**src/sv/integer_literal_parser_macros.svh**
```systemverilog
// Assertion helpers shared by the parser RTL.
`ifndef INTEGER_LITERAL_PARSER_MACROS_SVH
`define INTEGER_LITERAL_PARSER_MACROS_SVH

// Same-cycle implication, checked at every rising clock edge outside reset.
`define ILP_ASSERT_IMP(lbl, ante, cons, msg) \
	lbl: assert property (@(posedge clk) disable iff (!arst_n) (ante) |-> (cons)) \
		else $error(msg);

// Next-cycle implication, checked at every rising clock edge outside reset.
`define ILP_ASSERT_NXT(lbl, ante, cons, msg) \
	lbl: assert property (@(posedge clk) disable iff (!arst_n) (ante) |=> (cons)) \
		else $error(msg);

`endif

```
**src/sv/ilp_pkg.sv**
```systemverilog
package ilp_pkg;

	// Width of the result value on the output stream.
	localparam int OUT_BITS = 64;

	// Parse phase, one-hot.
	typedef enum logic [4:0] {
		PH_START  = 5'b00001,
		PH_SIGNED = 5'b00010,
		PH_ZERO   = 5'b00100,
		PH_DIGITS = 5'b01000,
		PH_SUFFIX = 5'b10000
	} phase_t;

	typedef enum logic [1:0] {
		RADIX_DEC = 2'd0,
		RADIX_HEX = 2'd1,
		RADIX_BIN = 2'd2
	} radix_t;

	typedef enum logic [1:0] {
		SUF_NONE = 2'd0,
		SUF_K    = 2'd1,
		SUF_M    = 2'd2
	} suffix_t;

	// Characters with a meaning of their own.
	localparam logic [7:0] CH_NUL     = 8'h00;
	localparam logic [7:0] CH_MINUS   = 8'h2D;
	localparam logic [7:0] CH_ZERO    = 8'h30;
	localparam logic [7:0] CH_NINE    = 8'h39;
	localparam logic [7:0] CH_DOLLAR  = 8'h24;
	localparam logic [7:0] CH_PERCENT = 8'h25;
	localparam logic [7:0] CH_LO_X    = 8'h78;
	localparam logic [7:0] CH_LO_B    = 8'h62;
	localparam logic [7:0] CH_LO_A    = 8'h61;
	localparam logic [7:0] CH_LO_F    = 8'h66;
	localparam logic [7:0] CH_UP_A    = 8'h41;
	localparam logic [7:0] CH_UP_F    = 8'h46;
	localparam logic [7:0] CH_UP_K    = 8'h4B;
	localparam logic [7:0] CH_UP_M    = 8'h4D;

	// Bit 4 flags a hex digit character, bits 3:0 hold its value.
	function automatic logic [4:0] ilp_digit(input logic [7:0] c);
		logic [4:0] r;
		r = '0;
		if (c >= CH_ZERO && c <= CH_NINE) begin
			r = {1'b1, 4'(c - CH_ZERO)};
		end else if (c >= CH_LO_A && c <= CH_LO_F) begin
			r = {1'b1, 4'(c - CH_LO_A + 8'd10)};
		end else if (c >= CH_UP_A && c <= CH_UP_F) begin
			r = {1'b1, 4'(c - CH_UP_A + 8'd10)};
		end
		return r;
	endfunction

endpackage

```
**src/sv/integer_literal_parser.sv**
```systemverilog
// A result is registered as the terminating zero leaves the character register, which
// feeds the parse logic. Throughput: one character per cycle, save that a terminator
// waits for a free result slot; the result register holds a finished value while new
// characters keep arriving. Reset: arst_n is asynchronous and active low; it clears the
// parse state and both valid flags, leaving the block ready for the start of a literal.
module integer_literal_parser
	import ilp_pkg::*;
#(
	parameter int VALUE_BITS = 64
) (
	input  logic                       clk,
	input  logic                       arst_n,
	input  logic                       s_tvalid,
	output logic                       s_tready,
	input  logic [7:0]                 s_tdata,   // [7:0] ch
	output logic                       m_tvalid,
	input  logic                       m_tready,
	output logic signed [OUT_BITS-1:0] m_tdata,   // [63:0] value
	output logic [0:0]                 m_tuser    // [0] status
);

	localparam int WIDE_BITS = VALUE_BITS + 4;
	localparam int SCL_BITS  = VALUE_BITS + 17;
	localparam logic [VALUE_BITS-1:0] CAP     = {1'b1, {(VALUE_BITS-1){1'b0}}};
	localparam logic [VALUE_BITS-1:0] POS_MAX = {1'b0, {(VALUE_BITS-1){1'b1}}};

	logic                  s1_valid_q;
	logic [7:0]            ch_s1;
	phase_t                phase_q, phase_d;
	radix_t                radix_q, radix_d, eff_radix;
	suffix_t               suffix_q, suffix_d;
	logic                  neg_q, neg_d;
	logic                  bad_q, bad_d;
	logic [VALUE_BITS-1:0] acc_q, acc_d;

	logic                  out_free, is_term, fire;
	logic [4:0]            dig;
	logic                  dig_ok, is_km;
	logic [WIDE_BITS-1:0]  acc_ext, dig_ext, acc_wide;
	logic [VALUE_BITS-1:0] acc_sat;
	phase_t                dstep_phase;
	suffix_t               dstep_suffix;
	logic                  dstep_bad;
	logic [VALUE_BITS-1:0] dstep_acc;

	logic                  fin_bad;
	logic [SCL_BITS-1:0]   scl_wide;
	logic [VALUE_BITS-1:0] mag, v_res;
	logic signed [OUT_BITS-1:0] v_ext;

	// Handshake: a character may wait in the input stage only for a free result slot.
	assign out_free = !m_tvalid || m_tready;
	assign is_term  = (ch_s1 == CH_NUL);
	assign fire     = s1_valid_q && (!is_term || out_free);
	assign s_tready = !s1_valid_q || fire;

	// Input character register.
	always_ff @(posedge clk or negedge arst_n) begin
		if (!arst_n) begin
			s1_valid_q <= 1'b0;
		end else if (s_tready) begin
			s1_valid_q <= s_tvalid;
		end
	end

	always_ff @(posedge clk) begin
		if (s_tready && s_tvalid) begin
			ch_s1 <= s_tdata;
		end
	end

	// Digit classification; before the digit run starts, digits are decimal.
	assign dig       = ilp_digit(ch_s1);
	assign eff_radix = (phase_q == PH_DIGITS) ? radix_q : RADIX_DEC;
	assign is_km     = (ch_s1 == CH_UP_K) || (ch_s1 == CH_UP_M);
	assign acc_ext   = {4'b0, acc_q};
	assign dig_ext   = WIDE_BITS'(dig[3:0]);

	// Accumulate one digit with saturation at the magnitude cap.
	always_comb begin
		unique case (eff_radix)
			RADIX_DEC: begin
				dig_ok   = dig[4] && (dig[3:0] < 4'd10);
				acc_wide = (acc_ext << 3) + (acc_ext << 1) + dig_ext;
			end
			RADIX_HEX: begin
				dig_ok   = dig[4];
				acc_wide = (acc_ext << 4) + dig_ext;
			end
			RADIX_BIN: begin
				dig_ok   = dig[4] && (dig[3:0] < 4'd2);
				acc_wide = (acc_ext << 1) + dig_ext;
			end
			default: begin
				dig_ok   = 1'b0;
				acc_wide = acc_ext;
			end
		endcase
		acc_sat = (acc_wide > {4'b0, CAP}) ? CAP : acc_wide[VALUE_BITS-1:0];
	end

	// Outcome of a character in digit position: digit, decimal suffix or error.
	always_comb begin
		dstep_acc    = acc_q;
		dstep_phase  = PH_DIGITS;
		dstep_suffix = suffix_q;
		dstep_bad    = 1'b0;
		if (dig_ok) begin
			dstep_acc = acc_sat;
		end else if (eff_radix == RADIX_DEC && is_km) begin
			dstep_phase  = PH_SUFFIX;
			dstep_suffix = (ch_s1 == CH_UP_K) ? SUF_K : SUF_M;
		end else begin
			dstep_bad = 1'b1;
		end
	end

	// Next parse state.
	always_comb begin
		phase_d  = phase_q;
		radix_d  = radix_q;
		suffix_d = suffix_q;
		neg_d    = neg_q;
		bad_d    = bad_q;
		acc_d    = acc_q;
		if (fire) begin
			if (is_term) begin
				phase_d  = PH_START;
				radix_d  = RADIX_DEC;
				suffix_d = SUF_NONE;
				neg_d    = 1'b0;
				bad_d    = 1'b0;
				acc_d    = '0;
			end else if (!bad_q) begin
				unique case (phase_q)
					PH_START, PH_SIGNED: begin
						priority if (phase_q == PH_START && ch_s1 == CH_MINUS) begin
							neg_d   = 1'b1;
							phase_d = PH_SIGNED;
						end else if (ch_s1 == CH_ZERO) begin
							phase_d = PH_ZERO;
						end else if (ch_s1 == CH_DOLLAR) begin
							radix_d = RADIX_HEX;
							phase_d = PH_DIGITS;
						end else if (ch_s1 == CH_PERCENT) begin
							radix_d = RADIX_BIN;
							phase_d = PH_DIGITS;
						end else begin
							radix_d  = RADIX_DEC;
							phase_d  = dstep_phase;
							suffix_d = dstep_suffix;
							bad_d    = dstep_bad;
							acc_d    = dstep_acc;
						end
					end
					PH_ZERO: begin
						priority if (ch_s1 == CH_LO_X) begin
							radix_d = RADIX_HEX;
							phase_d = PH_DIGITS;
						end else if (ch_s1 == CH_LO_B) begin
							radix_d = RADIX_BIN;
							phase_d = PH_DIGITS;
						end else if (dig_ok) begin
							radix_d = RADIX_DEC;
							phase_d = PH_DIGITS;
							acc_d   = acc_sat;
						end else begin
							bad_d = 1'b1;
						end
					end
					PH_DIGITS: begin
						phase_d  = dstep_phase;
						suffix_d = dstep_suffix;
						bad_d    = dstep_bad;
						acc_d    = dstep_acc;
					end
					default: begin
						bad_d = 1'b1;
					end
				endcase
			end
		end
	end

	// Parse state registers.
	always_ff @(posedge clk or negedge arst_n) begin
		if (!arst_n) begin
			phase_q  <= PH_START;
			radix_q  <= RADIX_DEC;
			suffix_q <= SUF_NONE;
			neg_q    <= 1'b0;
			bad_q    <= 1'b0;
			acc_q    <= '0;
		end else begin
			phase_q  <= phase_d;
			radix_q  <= radix_d;
			suffix_q <= suffix_d;
			neg_q    <= neg_d;
			bad_q    <= bad_d;
			acc_q    <= acc_d;
		end
	end

	// Final value: suffix scaling with saturation, then sign and clamp.
	assign fin_bad = bad_q || (phase_q == PH_START) || (phase_q == PH_SIGNED);

	always_comb begin
		unique case (suffix_q)
			SUF_K:   scl_wide = {7'b0, acc_q, 10'b0};
			SUF_M:   scl_wide = {acc_q, 17'b0};
			default: scl_wide = {17'b0, acc_q};
		endcase
		mag = (scl_wide > {17'b0, CAP}) ? CAP : scl_wide[VALUE_BITS-1:0];
		if (neg_q) begin
			v_res = '0 - mag;
		end else begin
			v_res = mag[VALUE_BITS-1] ? POS_MAX : mag;
		end
		v_ext = OUT_BITS'(signed'(v_res));
	end

	// Result register.
	always_ff @(posedge clk or negedge arst_n) begin
		if (!arst_n) begin
			m_tvalid <= 1'b0;
		end else if (fire && is_term) begin
			m_tvalid <= 1'b1;
		end else if (m_tready) begin
			m_tvalid <= 1'b0;
		end
	end

	always_ff @(posedge clk) begin
		if (fire && is_term) begin
			m_tdata    <= fin_bad ? '0 : v_ext;
			m_tuser[0] <= fin_bad;
		end
	end

`include "integer_literal_parser_macros.svh"

	`ILP_ASSERT_IMP(a_acc_capped, 1'b1, acc_q <= CAP, "accumulator above magnitude cap")
	`ILP_ASSERT_NXT(a_clear_after_term, fire && is_term, phase_q == PH_START && !bad_q && acc_q == '0, "state not cleared after terminator")
	`ILP_ASSERT_IMP(a_bad_is_zero, m_tvalid && m_tuser[0], m_tdata == '0, "malformed result with nonzero value")
	`ILP_ASSERT_IMP(a_result_source, $rose(m_tvalid), $past(fire && is_term), "result without terminator")

endmodule

```
**config.mk**
```make
export PLATFORM = sky130hd
export DESIGN_NAME = integer_literal_parser
export DESIGN_NICKNAME = d
export VERILOG_FILES = /design/src/sv/ilp_pkg.sv /design/src/sv/integer_literal_parser.sv
export VERILOG_INCLUDE_DIRS = /design/src /design/src/sv
export SDC_FILE = /design/constraint.sdc
export NUM_CORES = 1
export LEC_CHECK = 0
export BUFFER_PORTS_ARGS = -buffer_cell sky130_fd_sc_hd__clkbuf_2
export CORE_MARGIN = 2
export CORE_UTILIZATION = 35
export CTS_CLUSTER_DIAMETER = 100
export CTS_CLUSTER_SIZE = 24
export DETAILED_ROUTE_END_ITERATION = 8
export GPL_ROUTABILITY_DRIVEN = 0
export GPL_TIMING_DRIVEN = 1
export SKIP_CTS_REPAIR_TIMING = 1
export SYNTH_ARGS = -nofsm -noshare
export SYNTH_HDL_FRONTEND = slang
export SYNTH_SLANG_ARGS = --single-unit
export TNS_END_PERCENT = 50
```
**constraint.sdc**
```tcl
create_clock -name clk -period 6.8 [get_ports clk]
set_clock_uncertainty 0.15 [all_clocks]
set_input_delay 1.7 -clock clk [delete_from_list [all_inputs] [get_ports clk]]
set_output_delay 1.7 -clock clk [all_outputs]
set_load 0.03 [all_outputs]
```
==> qor.yml <==
timing.fmax_ghz: 0.1535
ios: 79
worstPathArrival_ps: 6730
synth_seq_cells: 150
cp.depth: 18
dieArea_um2: 54870
vias: 20120
period_minus_slack_ps: 6515
netlist.area_leader.share: 0.1182
grt_pass1_wl_um: 106500
vias_per_cell: 6.498
grt_usage: 0.2462
crit_buf_inv: 1
hold_path.class: "reg -> reg"
drv_slew: 0
timing.final.crit_share: 0.9581
rr_worst_depth: 18
fin_hold_ws_ps: 412.3
grt_max_degree: 87
drtPass1Iterations: 6
dieHeight_um: 234.2
dpl.cell_count: 3063
synth-main-ff-cell: "dfrtp_1"
drt_iter0_drc: 2485
fin_setup_tns_ps: 0
slew-limit-headroom: 0.3158
cts_tree: "done"
drive_above_1_share: 0.09763
start_util: 0.3538
cp_common_cell: "nand4_1"
routedWlPerCell_um: 22.36
postRouteAntennaNets: 0
yosys-top-cells-area: "edfxtp_1, dfrtp_1, ha_1"
clockBufferDepth: 2
peakVddDrop_mv: 0.1064
tightest_slew_ps: 1026
status: "finished, final reports clean"
fin_cells: 3097
synth_cell_types: 98
hold_viol_final: 0
hold_depth: 2
end_kind: "register"
grt_pass1_vias: 18700
antenna_found_initial: 1
seq_area_frac_synth: 0.2221
synth_warnings: 0
clock-root-buffer: "clkbuf_16"
avgSynthCellArea_um2: 7.548
cts-buffers-inserted: 17
overflow: 0
rows: 84
max_cap_violations: 0
synth_fp_nets: 2608
layout_commonest_cell: "nand2_1"
cpMaxStageDelayCell: "o311ai_0"
htree_levels: 4
leakage_nw: 7.754
netlist.top_cell.by_area: "edfxtp_1"
power_density_nw_per_um2: 125.4
dp_hpwl_um: 52210
clkLatencyLatePin_ps: 460
coreArea_um2: 52450
path_cells: "nor4b_1 -> buf_4 -> a21boi_0 -> o22a_1 -> fa_1 -> ha_1 -> a211oi_2 -> nor2_1 -> nand4_1 -> a211o_1 -> a21oi_1 -> o311ai_0 -> a211oi_1 -> nor3_1 -> nand4_1 -> nor4_1 -> a31oi_1 -> o31ai_1"
cp.required_ps: 7010
drc: 0
worst_path_largest_cell_delay_ps: 860
syn_area_um2: 18550
layout_common_cells: "nand2_1, nor2_1, a21oi_1, o21ai_0, ha_1"
ys_async_sr_fraction: 0.5133
clock-sinks: 150
crit_type: "reg -> reg"
start_kind: "register"
synthCells: 2458
die_x_um: 234.2
nNetsFinal: 2544
area_growth_pct: 7.695
port_buffers: 78
cp_top_family: "compound AO/OA/AOI/OAI gates"
finalSetupViolCount: 0
rsz0062_at_grt: "no"
synth_edf_count: 73
wirelength_um: 69240
clkTransAtPathRegs_ps: 70
power_w: 0.002506
critical_path.max_fanout: 11
[synthesized netlist by cell type, drive strengths merged, types with 12 or more instances]
cell type	count
a21o	22
o211ai	15
nor2b	24
nand3	87
a211oi	24
a221oi	37
o31ai	71
inv	33
xnor2	52
nand2	289
clkbuf	143
mux2i	58
o21ai	188
ha	135
or3	18
and3	31
nor2	194
dfrtp	76
a31oi	28
nand2b	12
and4	19
a221o	21
mux2	12
a21oi	194
and2	16
nor3	59
nand4	82
xor2	50
nor4	38
o21a	38
o22ai	44
edfxtp	73
buf	78
a22oi	22
or2	17
[power by group]
group          switching (W)  total, W  internal, W  leakage (nW)
clock               0.000386  0.000920     0.000534         0.269
combinational       0.000368  0.000559     0.000192          5.87
sequential         0.0000614   0.00103     0.000965          1.62
total               0.000815   0.00251      0.00169          7.75
[worst reg2reg max path: stages, from the launching register on]
cell	delay (ps)
edfxtp_1	550
nor4b_1	360
buf_4	200
a21boi_0	230
o22a_1	300
fa_1	480
ha_1	300
a211oi_2	280
nor2_1	140
nand4_1	140
a211o_1	200
a21oi_1	140
o311ai_0	860
a211oi_1	190
nor3_1	670
nand4_1	160
nor4_1	510
a31oi_1	280
o31ai_1	290
[sequential cells by signal, summed over array words and instances, names as in the netlist]
name / cells
radix_q: 2
phase_q: 5
m_tdata: 64
bad_q: 1
acc_q: 64
suffix_q: 2
m_tuser: 1
m_tvalid: 1
s1_valid_q: 1
ch_s1: 8
neg_q: 1
[worst paths after layout]
| check | to | slack [ps] | start |
|---|---|---|---|
| worst max-delay path | acc_q[48]$_DFFE_PN0P_ | 280 | ch_s1[3]$_DFFE_PP_ |
| worst min-delay path | s1_valid_q$_DFFE_PN0N_ | 410 | s1_valid_q$_DFFE_PN0N_ |
| worst max register to register | acc_q[48]$_DFFE_PN0P_ | 280 | ch_s1[3]$_DFFE_PP_ |
| worst min register to register | s1_valid_q$_DFFE_PN0N_ | 410 | s1_valid_q$_DFFE_PN0N_ |
| max in group asynchronous | radix_q[1]$_DFFE_PN0P_ | 4470 | arst_n |
| min in group asynchronous | acc_q[10]$_DFFE_PN0P_ | 1280 | arst_n |
[through the flow]
stage | instance area (um^2) | util | setup WS (ps)
after floorplan | 18550 | - | 1450
after global placement | 19410 | 0.3700 | 663.2
after detailed placement | 19410 | 0.3700 | 499.1
after CTS | 19970 | 0.3808 | 445.9
after global routing | 19980 | 0.3809 | 151.6
final | 19980 | 0.3810 | 284.7
[cells by family (layout without fill, tap and decap cells)]
family	Yosys count	after routing	synth area share
other	0	2	0
adders and majority gates	138	138	0.09428
and+or+nand+nor	933	933	0.2521
muxes	70	70	0.03858
buffers and inverters	255	204	0.05732
xor gates and xnor gates	102	102	0.04815
AOI/OAI and AO/OA	810	810	0.2875
DFF	150	150	0.2221
[per-layer routing]
layer	share of wire	up-vias	GRT usage	wire length, um
met4	0.042	2	0.1206	2937
met3	0.095	178	0.03928	6592
met5	0.00019	-	0	13
met2	0.44	1199	0.3826	30550
li1	-	9216	-	-
met1	0.42	9529	0.3310	29150
[layout make-up]
| class | instances | area, um^2 |
|---|---|---|
| fillers | 5295 | 32460 |
| multi-input cells | 2053 | 13440 |
| flip-flops and latches | 150 | 4125 |
| well taps | 688 | 860.8 |
| repair buffers | 138 | 855.8 |
| clock buffers | 18 | 429.2 |
| clock inverters | 14 | 135.1 |
| inverters | 34 | 127.6 |
| diodes | 2 | 5.005 |
Note: power is estimated with default switching activity, not from simulation.
